## src/sv/pnr_pkg.sv

```systemverilog
package pnr_pkg;

    localparam int Q_W        = 48;
    localparam int FRAC_W     = 24;
    localparam int IT_W       = 6;
    localparam int TOL_W      = 24;
    localparam int DIV_STEPS  = Q_W + FRAC_W;
    localparam int DSTEP_W    = $clog2(DIV_STEPS + 1);
    localparam int DEF_MAX_DEGREE = 8;

    // apb register map
    localparam int ADDR_W = 5;
    localparam int DATA_W = 64;
    localparam logic [1:0] REG_MAX_IT = 2'd0;
    localparam logic [1:0] REG_TOL    = 2'd1;
    localparam logic [1:0] REG_START  = 2'd2;

    localparam logic [IT_W-1:0]  RST_MAX_IT = IT_W'(30);
    localparam logic [TOL_W-1:0] RST_TOL    = TOL_W'(2);

    localparam logic signed [Q_W-1:0] MAXPOS = {1'b0, {(Q_W-1){1'b1}}};
    localparam logic signed [Q_W-1:0] MAXNEG = {1'b1, {(Q_W-1){1'b0}}};

    typedef logic signed [Q_W-1:0] t_q;

    typedef struct packed {
        logic done;
        t_q   quot;
    } t_div_rsp;

    function automatic logic [Q_W-1:0] f_mag(input t_q v);
        return v[Q_W-1] ? (Q_W'(0) - v) : v;
    endfunction

    // magnitude plus sign back to a saturated signed value
    function automatic t_q f_apply(input logic [Q_W+2:0] m, input logic neg);
        if (neg) begin
            if (m >= (Q_W+3)'({1'b1, {(Q_W-1){1'b0}}})) return MAXNEG;
            return Q_W'(0) - m[Q_W-1:0];
        end
        if (m > (Q_W+3)'(MAXPOS)) return MAXPOS;
        return m[Q_W-1:0];
    endfunction

    function automatic t_q f_sat49(input logic [Q_W:0] v);
        if (!v[Q_W] && v[Q_W-1]) return MAXPOS;
        if (v[Q_W] && !v[Q_W-1]) return MAXNEG;
        return v[Q_W-1:0];
    endfunction

endpackage

```

## src/sv/pnr_coef_if.sv

```systemverilog
interface pnr_coef_if;
    import pnr_pkg::*;
    logic valid;
    logic ready;
    t_q   coefficient;
    logic coefficient_last;
    modport source(output valid, coefficient, coefficient_last, input ready);
    modport sink(input valid, coefficient, coefficient_last, output ready);
endinterface

```

## src/sv/pnr_root_if.sv

```systemverilog
interface pnr_root_if;
    import pnr_pkg::*;
    logic            valid;
    logic            ready;
    t_q              root_value;
    logic [IT_W-1:0] iterations_used;
    logic            converged;
    logic            divide_fault;
    logic            root_last;
    modport source(output valid, root_value, iterations_used, converged, divide_fault,
                   root_last, input ready);
    modport sink(input valid, root_value, iterations_used, converged, divide_fault,
                 root_last, output ready);
endinterface

```

## src/sv/pnr_div.sv

```systemverilog
module pnr_div (
    input  logic              i_clk,
    input  logic              i_rst_n,
    input  logic              i_start,
    input  pnr_pkg::t_q       i_num,
    input  pnr_pkg::t_q       i_den,
    output pnr_pkg::t_div_rsp o_rsp
);
    import pnr_pkg::*;

    logic                 r_busy;
    logic                 r_done;
    logic [DSTEP_W-1:0]   r_cnt;
    logic [DIV_STEPS-1:0] r_dvd;
    logic [Q_W-1:0]       r_rem;
    logic [Q_W:0]         r_q;
    logic [Q_W-1:0]       r_md;
    logic                 r_over;
    logic                 r_neg;
    t_q                   r_quot;

    logic [Q_W:0] w_rem_sh;
    logic         w_ge;
    logic [Q_W:0] w_qsat;

    assign w_rem_sh = {r_rem, r_dvd[DIV_STEPS-1]};
    assign w_ge     = w_rem_sh >= {1'b0, r_md};
    assign w_qsat   = (r_over || r_q[Q_W]) ? {1'b1, {Q_W{1'b0}}} : r_q;

    // restoring division, one quotient bit per cycle
    always_ff @(posedge i_clk) begin
        if (!i_rst_n) begin
            r_busy <= 1'b0;
            r_done <= 1'b0;
        end else begin
            r_done <= 1'b0;
            if (i_start) begin
                r_busy <= 1'b1;
                r_cnt  <= DSTEP_W'(DIV_STEPS);
                r_dvd  <= {f_mag(i_num), {FRAC_W{1'b0}}};
                r_rem  <= '0;
                r_q    <= '0;
                r_over <= 1'b0;
                r_md   <= f_mag(i_den);
                r_neg  <= i_num[Q_W-1] ^ i_den[Q_W-1];
            end else if (r_busy) begin
                if (r_cnt == '0) begin
                    r_busy <= 1'b0;
                    r_done <= 1'b1;
                    r_quot <= f_apply({2'b0, w_qsat}, r_neg);
                end else begin
                    r_cnt  <= r_cnt - 1'b1;
                    r_dvd  <= {r_dvd[DIV_STEPS-2:0], 1'b0};
                    r_over <= r_over | r_q[Q_W];
                    r_q    <= {r_q[Q_W-1:0], w_ge};
                    r_rem  <= w_ge ? Q_W'(w_rem_sh - {1'b0, r_md}) : w_rem_sh[Q_W-1:0];
                end
            end
        end
    end

    assign o_rsp.done = r_done;
    assign o_rsp.quot = r_quot;

endmodule

```

## src/sv/polynomial_newton_root_finder_core.sv

```systemverilog
// polynomial root finder, newton iteration with horner synthetic division
// coefficients arrive on i_coef, lowest power first, one transaction per cycle
// while loading; the transaction with coefficient_last set starts the solve.
// beyond MAX_DEGREE+1 coefficients the extra ones are dropped.
// one result transaction per root leaves on o_root, highest degree first,
// root_last set on the final one. a lone coefficient gives no result.
// one newton iteration runs 2*d+1 horner steps on one shared 24x24 multiplier
// (4 partial products per q24.24 product), then the bit-serial divider
// and the convergence check.
// i_coef is not ready from the last coefficient until the final root is
// handed to the output register. a stalled o_root holds its transaction;
// the solve runs on and waits only when the next root is ready to go out.
// configuration goes through the apb port: max_iterations at 0x00, tolerance at 0x08,
// start_value at 0x10, to be written by the user only while idle (not enforced).
// synchronous active-low reset empties the output and restores the
// register defaults; the coefficient stores are not cleared.
module polynomial_newton_root_finder_core #(
    parameter int MAX_DEGREE = pnr_pkg::DEF_MAX_DEGREE
) (
    input  logic                       i_clk,
    input  logic                       i_rst_n,
    pnr_coef_if.sink                   i_coef,
    pnr_root_if.source                 o_root,
    input  logic                       psel,
    input  logic                       penable,
    input  logic                       pwrite,
    input  logic [pnr_pkg::ADDR_W-1:0] paddr,
    input  logic [pnr_pkg::DATA_W-1:0] pwdata,
    output logic [pnr_pkg::DATA_W-1:0] prdata,
    output logic                       pready
);
    import pnr_pkg::*;

    localparam int DEPTH = MAX_DEGREE + 1;
    localparam int KW    = $clog2(DEPTH);
    localparam int CW    = $clog2(DEPTH + 1);

    localparam logic [2:0] S_LOAD = 3'd0;
    localparam logic [2:0] S_STEP = 3'd1;
    localparam logic [2:0] S_DIV  = 3'd2;
    localparam logic [2:0] S_CHK  = 3'd3;
    localparam logic [2:0] S_EMIT = 3'd4;

    // configuration
    logic [IT_W-1:0]  r_max_it;
    logic [TOL_W-1:0] r_tol;
    t_q               r_start;

    // two banks, one holds the polynomial, the other takes the quotient
    t_q mem0 [DEPTH];
    t_q mem1 [DEPTH];
    t_q r_rd0, r_rd1;

    logic [2:0]      r_state;
    logic            r_sel;
    logic [CW-1:0]   r_cnt;
    logic [KW-1:0]   r_d;
    logic [KW-1:0]   r_k;
    logic            r_pass;
    logic [2:0]      r_ph;
    t_q              r_x0, r_x1, r_acc, r_r, r_m;
    logic [Q_W-1:0]  r_ma, r_mb;
    logic            r_neg;
    logic [Q_W-1:0]  r_prod;
    logic [Q_W+2:0]  r_sum;
    logic            r_big;
    logic [IT_W-1:0] r_it;
    logic            r_conv, r_fault;

    // output register
    logic            r_ov;
    t_q              r_root;
    logic [IT_W-1:0] r_used;
    logic            r_conv_o, r_fault_o, r_last_o;

    t_div_rsp w_div;
    logic     w_div_start;

    logic [FRAC_W-1:0] w_mul_a, w_mul_b;
    t_q                w_rd, w_acc_nx;
    logic              w_cfg_wr, w_in_acc, w_out_free;
    logic [CW-1:0]     w_cnt_nx, w_n;
    logic [IT_W-1:0]   w_limit;
    logic [Q_W:0]      w_step, w_step_mag;
    logic              w_we, w_wbank;
    logic [KW-1:0]     w_waddr;
    t_q                w_wdata;

    assign pready   = 1'b1;
    assign w_cfg_wr = psel && penable && pwrite;

    always_ff @(posedge i_clk) begin
        if (!i_rst_n) begin
            r_max_it <= RST_MAX_IT;
            r_tol    <= RST_TOL;
            r_start  <= '0;
        end else if (w_cfg_wr) begin
            unique case (paddr[4:3])
                REG_MAX_IT: r_max_it <= pwdata[IT_W-1:0];
                REG_TOL:    r_tol    <= pwdata[TOL_W-1:0];
                REG_START:  r_start  <= pwdata[Q_W-1:0];
                default: ;
            endcase
        end
    end

    always_comb begin
        unique case (paddr[4:3])
            REG_MAX_IT: prdata = DATA_W'(r_max_it);
            REG_TOL:    prdata = DATA_W'(r_tol);
            REG_START:  prdata = {{(DATA_W-Q_W){r_start[Q_W-1]}}, r_start};
            default:    prdata = '0;
        endcase
    end

    // handshakes
    assign i_coef.ready = (r_state == S_LOAD);
    assign w_in_acc     = i_coef.valid && i_coef.ready;
    assign w_out_free   = !r_ov || o_root.ready;

    assign w_cnt_nx = (r_cnt < CW'(DEPTH)) ? r_cnt + 1'b1 : r_cnt;
    assign w_n      = w_cnt_nx - 1'b1;
    assign w_limit  = (r_max_it == '0) ? IT_W'(1) : r_max_it;

    // horner source: the polynomial bank in the first pass, the quotient in the second
    assign w_rd     = (r_pass ^ r_sel) ? r_rd1 : r_rd0;
    assign w_acc_nx = f_sat49({w_rd[Q_W-1], w_rd} + {r_m[Q_W-1], r_m});

    // shared 24x24 multiplier operand select by phase
    assign w_mul_a = (r_ph == 3'd2 || r_ph == 3'd4) ? r_ma[Q_W-1:FRAC_W] : r_ma[FRAC_W-1:0];
    assign w_mul_b = (r_ph == 3'd3 || r_ph == 3'd4) ? r_mb[Q_W-1:FRAC_W] : r_mb[FRAC_W-1:0];

    assign w_step     = {r_x1[Q_W-1], r_x1} - {r_x0[Q_W-1], r_x0};
    assign w_step_mag = w_step[Q_W] ? (Q_W+1)'(0) - w_step : w_step;

    // memory write port
    always_comb begin
        w_we    = 1'b0;
        w_wbank = r_sel;
        w_waddr = r_cnt[KW-1:0];
        w_wdata = i_coef.coefficient;
        if (w_in_acc && r_cnt < CW'(DEPTH)) begin
            w_we = 1'b1;
        end else if (r_state == S_STEP && r_ph == 3'd7 && !r_pass && r_k != '0) begin
            w_we    = 1'b1;
            w_wbank = !r_sel;
            w_waddr = r_k - 1'b1;
            w_wdata = w_acc_nx;
        end
    end

    always_ff @(posedge i_clk) begin
        if (w_we && !w_wbank) mem0[w_waddr] <= w_wdata;
        if (w_we && w_wbank)  mem1[w_waddr] <= w_wdata;
        r_rd0 <= mem0[r_k];
        r_rd1 <= mem1[r_k];
    end

    assign w_div_start = (r_state == S_STEP) && (r_ph == 3'd7) && r_pass && (r_k == '0)
                         && (w_acc_nx != '0);

    pnr_div u_div (
        .i_clk   (i_clk),
        .i_rst_n (i_rst_n),
        .i_start (w_div_start),
        .i_num   (r_r),
        .i_den   (w_acc_nx),
        .o_rsp   (w_div)
    );

    // product datapath, one partial product a phase
    always_ff @(posedge i_clk) begin
        if (r_state == S_STEP) begin
            unique case (r_ph)
                3'd0: begin
                    r_ma  <= f_mag(r_x0);
                    r_mb  <= f_mag(r_acc);
                    r_neg <= r_x0[Q_W-1] ^ r_acc[Q_W-1];
                end
                3'd1: r_prod <= w_mul_a * w_mul_b;
                3'd2: begin
                    // low partial product, rounded half away from zero on magnitude
                    r_sum  <= ({3'b0, r_prod} + (Q_W+3)'(1 << (FRAC_W-1))) >> FRAC_W;
                    r_prod <= w_mul_a * w_mul_b;
                end
                3'd3: begin
                    r_sum  <= r_sum + (Q_W+3)'(r_prod);
                    r_prod <= w_mul_a * w_mul_b;
                end
                3'd4: begin
                    r_sum  <= r_sum + (Q_W+3)'(r_prod);
                    r_prod <= w_mul_a * w_mul_b;
                end
                3'd5: begin
                    r_big <= |r_prod[Q_W-1:FRAC_W];
                    r_sum <= r_sum + {3'b0, r_prod[FRAC_W-1:0], {FRAC_W{1'b0}}};
                end
                3'd6: r_m <= r_big ? (r_neg ? MAXNEG : MAXPOS) : f_apply(r_sum, r_neg);
                3'd7: ;
            endcase
        end
    end

    // sequencer
    always_ff @(posedge i_clk) begin
        if (!i_rst_n) begin
            r_state <= S_LOAD;
            r_sel   <= 1'b0;
            r_cnt   <= '0;
            r_ov    <= 1'b0;
            r_ph    <= '0;
            r_pass  <= 1'b0;
        end else begin
            if (o_root.ready && !(r_state == S_EMIT && w_out_free)) r_ov <= 1'b0;
            unique case (r_state)
                S_LOAD: begin
                    if (w_in_acc) begin
                        r_cnt <= i_coef.coefficient_last ? '0 : w_cnt_nx;
                        if (i_coef.coefficient_last) begin
                            if (w_n != '0) begin
                                r_d     <= w_n[KW-1:0];
                                r_k     <= w_n[KW-1:0];
                                r_x0    <= r_start;
                                r_x1    <= r_start;
                                r_it    <= IT_W'(1);
                                r_conv  <= 1'b0;
                                r_fault <= 1'b0;
                                r_pass  <= 1'b0;
                                r_acc   <= '0;
                                r_ph    <= '0;
                                r_state <= S_STEP;
                            end
                        end
                    end
                end
                S_STEP: begin
                    r_ph <= r_ph + 1'b1;
                    if (r_ph == 3'd7) begin
                        if (r_k != '0) begin
                            r_acc <= w_acc_nx;
                            r_k   <= r_k - 1'b1;
                        end else if (!r_pass) begin
                            // remainder done, derivative pass over the quotient
                            r_r    <= w_acc_nx;
                            r_pass <= 1'b1;
                            r_k    <= r_d - 1'b1;
                            r_acc  <= '0;
                        end else if (w_acc_nx == '0) begin
                            // zero derivative ends this root at the current estimate
                            r_x1    <= r_x0;
                            r_fault <= 1'b1;
                            r_state <= S_EMIT;
                        end else begin
                            r_state <= S_DIV;
                        end
                    end
                end
                S_DIV: begin
                    if (w_div.done) begin
                        r_x1    <= f_sat49({r_x0[Q_W-1], r_x0} - {w_div.quot[Q_W-1], w_div.quot});
                        r_state <= S_CHK;
                    end
                end
                S_CHK: begin
                    if (w_step_mag < (Q_W+1)'(r_tol)) begin
                        r_conv  <= 1'b1;
                        r_state <= S_EMIT;
                    end else if (r_it == w_limit) begin
                        r_state <= S_EMIT;
                    end else begin
                        r_x0    <= r_x1;
                        r_it    <= r_it + 1'b1;
                        r_pass  <= 1'b0;
                        r_k     <= r_d;
                        r_acc   <= '0;
                        r_ph    <= '0;
                        r_state <= S_STEP;
                    end
                end
                S_EMIT: begin
                    if (w_out_free) begin
                        r_ov      <= 1'b1;
                        r_root    <= r_x1;
                        r_used    <= r_it;
                        r_conv_o  <= r_conv;
                        r_fault_o <= r_fault;
                        r_last_o  <= (r_d == KW'(1));
                        // deflate: quotient bank becomes the polynomial
                        r_sel     <= !r_sel;
                        if (r_d == KW'(1)) begin
                            r_state <= S_LOAD;
                        end else begin
                            r_d     <= r_d - 1'b1;
                            r_k     <= r_d - 1'b1;
                            r_x0    <= r_start;
                            r_x1    <= r_start;
                            r_it    <= IT_W'(1);
                            r_conv  <= 1'b0;
                            r_fault <= 1'b0;
                            r_pass  <= 1'b0;
                            r_acc   <= '0;
                            r_ph    <= '0;
                            r_state <= S_STEP;
                        end
                    end
                end
                default: r_state <= S_LOAD;
            endcase
        end
    end

    assign o_root.valid           = r_ov;
    assign o_root.root_value      = r_root;
    assign o_root.iterations_used = r_used;
    assign o_root.converged       = r_conv_o;
    assign o_root.divide_fault    = r_fault_o;
    assign o_root.root_last       = r_last_o;

`ifndef SYNTHESIS
    a_div_nonzero: assert property (@(posedge i_clk) disable iff (!i_rst_n)
        w_div_start |-> (w_acc_nx != '0))
        else $error("divider started with zero derivative");
    a_flags_excl: assert property (@(posedge i_clk) disable iff (!i_rst_n)
        o_root.valid |-> !(o_root.converged && o_root.divide_fault))
        else $error("root both converged and faulted");
    a_used_nonzero: assert property (@(posedge i_clk) disable iff (!i_rst_n)
        o_root.valid |-> (o_root.iterations_used != '0))
        else $error("root with zero iterations");
    a_cnt_range: assert property (@(posedge i_clk) disable iff (!i_rst_n)
        r_cnt <= CW'(DEPTH))
        else $error("coefficient count beyond store depth");
`endif

endmodule
```

## src/flat_wrapper.sv

```systemverilog
// flat-port wrapper written by rule: the top's interface ports become plain ports
module polynomial_newton_root_finder_core_flat import pnr_pkg::*;
#(
    parameter int MAX_DEGREE = pnr_pkg::DEF_MAX_DEGREE
)
  (i_clk, i_rst_n, psel, penable, pwrite, paddr, pwdata, prdata, pready, i_coef_valid, i_coef_coefficient, i_coef_coefficient_last, i_coef_ready, o_root_valid, o_root_root_value, o_root_iterations_used, o_root_converged, o_root_divide_fault, o_root_root_last, o_root_ready);
  pnr_coef_if i_coef_i ();
  pnr_root_if o_root_i ();
  input  logic i_clk;
  input  logic i_rst_n;
  input  logic psel;
  input  logic penable;
  input  logic pwrite;
  input  logic [pnr_pkg::ADDR_W-1:0] paddr;
  input  logic [pnr_pkg::DATA_W-1:0] pwdata;
  output logic [pnr_pkg::DATA_W-1:0] prdata;
  output logic pready;
  input wire logic [$bits(i_coef_i.valid)-1:0] i_coef_valid;
  input wire logic [$bits(i_coef_i.coefficient)-1:0] i_coef_coefficient;
  input wire logic [$bits(i_coef_i.coefficient_last)-1:0] i_coef_coefficient_last;
  output wire logic [$bits(i_coef_i.ready)-1:0] i_coef_ready;
  output wire logic [$bits(o_root_i.valid)-1:0] o_root_valid;
  output wire logic [$bits(o_root_i.root_value)-1:0] o_root_root_value;
  output wire logic [$bits(o_root_i.iterations_used)-1:0] o_root_iterations_used;
  output wire logic [$bits(o_root_i.converged)-1:0] o_root_converged;
  output wire logic [$bits(o_root_i.divide_fault)-1:0] o_root_divide_fault;
  output wire logic [$bits(o_root_i.root_last)-1:0] o_root_root_last;
  input wire logic [$bits(o_root_i.ready)-1:0] o_root_ready;
  assign i_coef_i.valid = i_coef_valid;
  assign i_coef_i.coefficient = i_coef_coefficient;
  assign i_coef_i.coefficient_last = i_coef_coefficient_last;
  assign i_coef_ready = i_coef_i.ready;
  assign o_root_valid = o_root_i.valid;
  assign o_root_root_value = o_root_i.root_value;
  assign o_root_iterations_used = o_root_i.iterations_used;
  assign o_root_converged = o_root_i.converged;
  assign o_root_divide_fault = o_root_i.divide_fault;
  assign o_root_root_last = o_root_i.root_last;
  assign o_root_i.ready = o_root_ready;
  polynomial_newton_root_finder_core #(.MAX_DEGREE(MAX_DEGREE)) u_core (.i_clk(i_clk), .i_rst_n(i_rst_n), .i_coef(i_coef_i), .o_root(o_root_i), .psel(psel), .penable(penable), .pwrite(pwrite), .paddr(paddr), .pwdata(pwdata), .prdata(prdata), .pready(pready));
endmodule
```

## config.mk

```make
export PLATFORM = sky130hd
export DESIGN_NAME = polynomial_newton_root_finder_core_flat
export DESIGN_NICKNAME = d
export VERILOG_FILES = /design/src/sv/pnr_pkg.sv /design/src/sv/pnr_coef_if.sv /design/src/sv/pnr_root_if.sv /design/src/sv/pnr_div.sv /design/src/sv/polynomial_newton_root_finder_core.sv /design/src/flat_wrapper.sv
export SDC_FILE = /design/constraint.sdc
export NUM_CORES = 2
export LEC_CHECK = 0
export ABC_AREA = 1
export BUFFER_PORTS_ARGS = -buffer_cell sky130_fd_sc_hd__buf_4
export CAP_MARGIN = 0
export CORE_MARGIN = 5
export CORE_UTILIZATION = 46
export CTS_CLUSTER_SIZE = 8
export DETAILED_ROUTE_END_ITERATION = 6
export SYNTH_ARGS = -nofsm -noshare
export SYNTH_HDL_FRONTEND = slang
export SYNTH_SLANG_ARGS = --single-unit
export TNS_END_PERCENT = 100
```

## constraint.sdc

```tcl
create_clock -name i_clk -period 25.8 [get_ports i_clk]
set_input_delay 5.16 -clock i_clk [delete_from_list [all_inputs] [get_ports i_clk]]
set_output_delay 5.16 -clock i_clk [all_outputs]
set_load 0.02 [all_outputs]
```

# Word level (Yosys, flattened, before mapping)
# Memories as Yosys holds them, arrays and structs flattened. A register that Yosys moved wholly into a read port is not among the register bits.
# Index checks and enable logic that the tools add are counted.
# op_classes
multipliers	1
eq_ne	30
reduce_logical	76
magnitude_cmp	7
mux	190
bitwise_logic	9
add_sub_neg	21
# op_table
operator	count
$mux 48	51
$pmux 48 s4	2
$sub 1x48->48 const A	6
$mux 72	3
$mux 49	4
$pmux 64 s3	1
$pmux 51 s3	1
$pmux 48 s3	1
$mux 47	3
$add 51x48->51	2
$sub 48x48->49	2
$mux 1	72
$mux 4	14
$mux 3	18
$ge 51x48->1 const B	1
$gt 51x47->1 const B	1
$add 48x24->49 const B	1
$add 48x48->49	1
$ge 49x48->1	1
$ge 49x48->1 const B	1
$gt 49x47->1 const B	1
$lt 49x24->1	1
$sub 1x49->49 const A	1
$logic_not 48->1	1
other kinds (57)	144
# word_totals
wordCells	380
inputBits	125
ramBits	864
mem_count	2
output_inout_bits	124
register_bits	877
# memory_table
memory	depth	width	read_ports	rd_ports_with_merged_regs	write_ports	line_no	text
u_core.mem0	9	48	1	1	1	polynomial_newton_root_finder_core.sv:50	t_q mem0 [DEPTH];
u_core.mem1	9	48	1	1	1	polynomial_newton_root_finder_core.sv:51	t_q mem1 [DEPTH];

# Longest topological paths before layout
# logic_depth
word_depth	20
mapped_depth	50
ltp_nobuf	47

# Cells and area by module
# A second synthesis with hierarchy kept.
# hier_totals
cells_unflattened	13609
hier_area_um2	117898.1
# by_module_without_submodules
module	area_per_inst_um2	seq_area_each_um2	instances	cells_each
polynomial_newton_root_finder_core	98720.9	45003.2	1	10825
pnr_div	19177.1	7547.2	1	2784

# Worst setup path before layout
# Ideal clock, no wire load.
# synth_timing
kind	input port to flip-flop
start	in i_rst_n
end	reg u_core.u_div.r_cnt[0], enable pin
t_arrival_ps	12815
path_buffers	0
path_slack_ps	12266
setup_time_ps	719
t_required_ps	25081
cell_stages	2
path_cell_list	clkinv_1 > o22ai_1
# synth_via
elab_chain_len	1
# synth_lines
item	line_no	text
from (decl)	flat_wrapper.sv:10	input logic i_rst_n;
$reduce_and 3->1 (no source line)	n/a	
to (signal assigned)	pnr_div.sv:39	r_cnt <= DSTEP_W'(DIV_STEPS);
to (signal assigned)	pnr_div.sv:52	r_cnt <= r_cnt - 1'b1;
to (decl)	pnr_div.sv:13	logic [DSTEP_W-1:0] r_cnt;
# Every way passes these cells.
# A chain may end at the register's enable or synchronous reset.

# Worst setup path in the final report
# layout_timing
start	in paddr[3] in the netlist's numbering
end	out prdata[53] in the netlist's numbering
# layout_via
elab_chain_len	2
word_cells_on_any_way	4
cone_classes	eq/ne (2); mux (1); reduce/logical (1)
# layout_lines
item	line_no	text
from (decl)	flat_wrapper.sv:14	input logic [pnr_pkg::ADDR_W-1:0] paddr;
$eq 2x2->1, or another cell as far along	polynomial_newton_root_finder_core.sv:108	unique case (paddr[4:3])
$pmux 64 s3 *	polynomial_newton_root_finder_core.sv:108	
to (decl)	flat_wrapper.sv:16	output logic [pnr_pkg::DATA_W-1:0] prdata;
# Mark *: on every way between the ends. The rest lies on a longest branch, timed or not.

==> tab_implementation.tex <==
\begin{tabular}{lr}
\hline
Metric & Value \\
\hline
\multicolumn{2}{l}{\textbf{Route}} \\
Routed length per instance & 23.4 um \\
DRC Markers & 18 \\
Number of nets still failing antenna checks after routing & 0 \\
Vias after detailed routing & about 93k \\
Number of detailed-routing iterations run before antenna repair & 7 \\
Total detailed-routing wirelength & 386,000 um \\
DR iter-0 viols & 9,725 \\
Via-per-instance ratio & approximately 5.7 \\
\multicolumn{2}{l}{\textbf{Global route}} \\
GR met2 Demand/Resource & 0.437 \\
First-pass GRT wire length & 574,000 um \\
Leftover overflow at the end of global routing & 0 \\
Global routing usage summed across all routing layers & 0.291 \\
Maximum number of pins on one net before global-route repair & around 210 \\
Initial antenna violation count & 16 \\
GR peak layer & met2 \\
Met3 Usage GRT & 0.0527 \\
Met1 usage in global routing & 0.426 \\
Vias in the first global route & 90.5k \\
\multicolumn{2}{l}{\textbf{Synth}} \\
Count of distinct cell types in the synthesized netlist & 73 \\
Average size of a mapped cell & around 9.0 um2 \\
Simple-gate portion of the synthesized area & 0.175 \\
Mux cell area share after synthesis & 0.00460 \\
Sequential fraction of the synthesis area & 0.457 \\
Number of instances in the synthesized netlist & $\sim$13k \\
Fraction of registers with async set or reset after synthesis & 0 \\
Adder-Cell Fraction of Synth Area & 0.138 \\
Number of synthesized flops with an enable pin & 1,624 \\
Post-synth net total & 13.9k \\
Synthesized-area fraction occupied by xor and xnor cells & 0.0352 \\
Dominant combinational cell family by area after synthesis & simple AND/OR/NAND/NOR gates \\
Top flip-flop cell by instance count after synthesis & sky130\_fd\_sc\_hd\_\_edfxtp\_1 \\
Post-synth design cell area & 0.115 mm2 \\
FF+latch count, synth & 1,813 \\
Fraction of the mapped netlist area in compound gates & 0.112 \\
Yosys warnings & 0 \\
\multicolumn{2}{l}{\textbf{Timing}} \\
Final critical delay including setup and external delays & 12,420 ps \\
Number of endpoints with negative hold slack in the final report & 0 \\
Unrepaired setup endpoints after global routing & false \\
Portion of the clock cycle consumed by the worst path in the final layout & 0.482 \\
Final Slew Violations & 0 \\
Maximum achievable frequency & 80.5 MHz \\
Relative slew slack & 0.0644 \\
Clock Skew & around 150 ps \\
Count of final setup violators & 0 \\
Slew at the pin closest to its max-slew limit & 1390 ps \\
TNS Setup & 0 ps \\
\multicolumn{2}{l}{\textbf{Clocking}} \\
Maximum count of clock buffers along a single path & 4 \\
Clock tree from TritonCTS & built \\
Clock latency on the worst-skew pair & 960 ps \\
Gates resized, CTS repair & 0 \\
CTS clock-pin slew for the worst setup and hold paths & 50 ps \\
CTS Hold Bufs & 0 \\
Root buffer cell & sky130\_fd\_sc\_hd\_\_clkbuf\_16 \\
Max H-tree Level & 5 \\
Post-CTS setup buffer count & 0 \\
Sinks on the clock net & 1,813 \\
TritonCTS buffer count & 279 \\
\multicolumn{2}{l}{\textbf{Job}} \\
Max-cap viol count & 0 \\
\multicolumn{2}{l}{\textbf{Run status}} \\
Violations in the final reports & design-rule violations \\
Result of the run & complete, but fails checks \\
\multicolumn{2}{l}{\textbf{Critical path}} \\
CP cell instances & buf\_4 > nor2\_1 > buf\_4 > inv\_1 > buf\_4 > nor2\_1 > buf\_4 \\
CP peak stage delay & 740 ps \\
Buf/Inv on CP & 5 \\
Category of the critical setup timing path & in2out \\
Category of the worst setup path launch point & input pin \\
Cell with the largest stage delay on the worst path & sky130\_fd\_sc\_hd\_\_nor2\_1 \\
CP dominant cell by count & sky130\_fd\_sc\_hd\_\_buf\_4 \\
Data required, critical path & 20,640 ps \\
Register-to-register setup slack & 15,490 ps \\
Arrival time of the worst setup path & 7260 ps \\
Worst Setup End Kind & primary output \\
Crit-path max FO & 24 \\
Kind of cell adding the most delay to the critical path & buffers and inverters \\
\multicolumn{2}{l}{\textbf{Die}} \\
Full die area & 0.260 mm2 \\
Die Ht & 510 um \\
Chip Width & 510 um \\
Number of top-level pins & 249 \\
Std-Cell Core Area & about 0.25 mm2 \\
Initial cell density of the core & 0.463 \\
Standard-cell row count & between 150 and 200 \\
\multicolumn{2}{l}{\textbf{Final layout}} \\
Synth-to-layout area growth & 11.6\% \\
Area used by multi-input combinational logic & 0.0538 mm2 \\
Layout net count & 14.1k \\
Share of post-route cells with drive strength above 1 & 0.0778 \\
Filler instances & 23.1k \\
Register area & 0.0526 mm2 \\
\multicolumn{2}{l}{\textbf{Worst hold path}} \\
Hold Path Class & reg2reg \\
\multicolumn{2}{l}{\textbf{Place}} \\
Detailed-placement wirelength estimate & 273,000 um \\
Final RePlAce weighted congestion & 0.973 \\
IO Port Bufs & 228 \\
\hline
\end{tabular}
area by class of cell:
cell class / count / area share
diodes: 4 / 0.0000779
clock buffers: 435 / 0.0600
clock inverters: 13 / 0.00115
inverters: 1865 / 0.0546
multi-input cells: 8609 / 0.419
flip-flops and latches: 1813 / 0.409
well taps: 3330 / 0.0324
repair buffers: 407 / 0.0240
worst paths after layout:
| kind | start | depth (start not counted) | to |
|---|---|---|---|
| max | paddr[3] | 7 | prdata[53] |
| min | u_core.mem0[8][8] | 2 | u_core.r_rd0[8] |
| max reg2reg | u_core.r_pass | 36 | u_core.u_div.r_cnt[6] |
| min reg2reg | u_core.mem0[8][8] | 2 | u_core.r_rd0[8] |
layer usage:
metal | vias up | routed length, um
met5 | - | 48
met1 | 45476 | 171000
met2 | 4111 | 167000
li1 | 42828 | -
met4 | 8 | 14100
met3 | 668 | 34300
through the flow:
stage	setup WS [ps]	util	hold slack [ps]	std cells	area [um2]
6_report	13380	0.516	425	16476	128000
3_3_place_gp	13450	0.484	426	16022	121000
4_1_cts	13400	0.516	418	16470	128000
2_1_floorplan	12270	-	400	12757	115000
3_5_place_dp	13400	0.484	425	16022	121000
5_1_grt	13200	0.516	440	16474	128000
cells in the mapped netlist, types with 189 or more instances:
master	number	area, um2
sky130_fd_sc_hd__edfxtp_1	1624	48800
sky130_fd_sc_hd__nand2_1	2528	9490
sky130_fd_sc_hd__clkbuf_1	394	1480
sky130_fd_sc_hd__xor2_1	338	2960
sky130_fd_sc_hd__fa_1	488	9770
sky130_fd_sc_hd__nor2_1	1597	5990
sky130_fd_sc_hd__ha_1	487	6090
sky130_fd_sc_hd__a21oi_1	607	3040
sky130_fd_sc_hd__inv_1	1842	6910
sky130_fd_sc_hd__o21ai_0	907	4540
sky130_fd_sc_hd__dfxtp_1	189	3780
sky130_fd_sc_hd__nand3_1	345	1730
flip-flops by register name, summed over array words and instances (netlist names), 49 cells and up:
register,flops
u_core.mem0,432
u_core.r_sum,51
u_core.u_div.r_q,49
u_core.mem1,432
worst reg2reg max path: cells and delay by family (launching register included):
family	cells	cell delay, ps
compound gates	4	1500
xor+xnor	1	160
fa+ha+maj	2	690
buf+inv	9	3980
flops	1	530
mux	1	640
simple gates	19	2450
cells in the final DEF (no fill, tap or decap), types with 87 or more instances in the layout:
cell type	count
sky130_fd_sc_hd__inv_1	1836
sky130_fd_sc_hd__clkbuf_1	149
sky130_fd_sc_hd__o311ai_0	98
sky130_fd_sc_hd__o21ai_1	87
sky130_fd_sc_hd__a21oi_1	604
sky130_fd_sc_hd__o221ai_1	151
sky130_fd_sc_hd__nand2_1	2528
sky130_fd_sc_hd__buf_4	403
sky130_fd_sc_hd__edfxtp_1	1624
sky130_fd_sc_hd__nand3_1	344
sky130_fd_sc_hd__o21ai_0	831
sky130_fd_sc_hd__nand4_1	101
sky130_fd_sc_hd__nor3_1	114
sky130_fd_sc_hd__xor2_1	336
sky130_fd_sc_hd__fa_1	488
sky130_fd_sc_hd__clkbuf_16	285
sky130_fd_sc_hd__nor2_1	1588
sky130_fd_sc_hd__dfxtp_1	189
sky130_fd_sc_hd__xnor2_1	125
sky130_fd_sc_hd__ha_1	487
cells by family after synthesis:
family	after synthesis
other	1
XOR/XNOR	463
buffers and inverters	2335
adder cells (fa/ha/maj)	975
multiplexers	47
AO/OA/AOI/OAI	2175
AND/OR/NAND/NOR	4948
flip-flops	1813
Power is left out: the tool's default activity adds up to more than one toggle a clock period on the data nets, which glitch-free logic cannot reach.
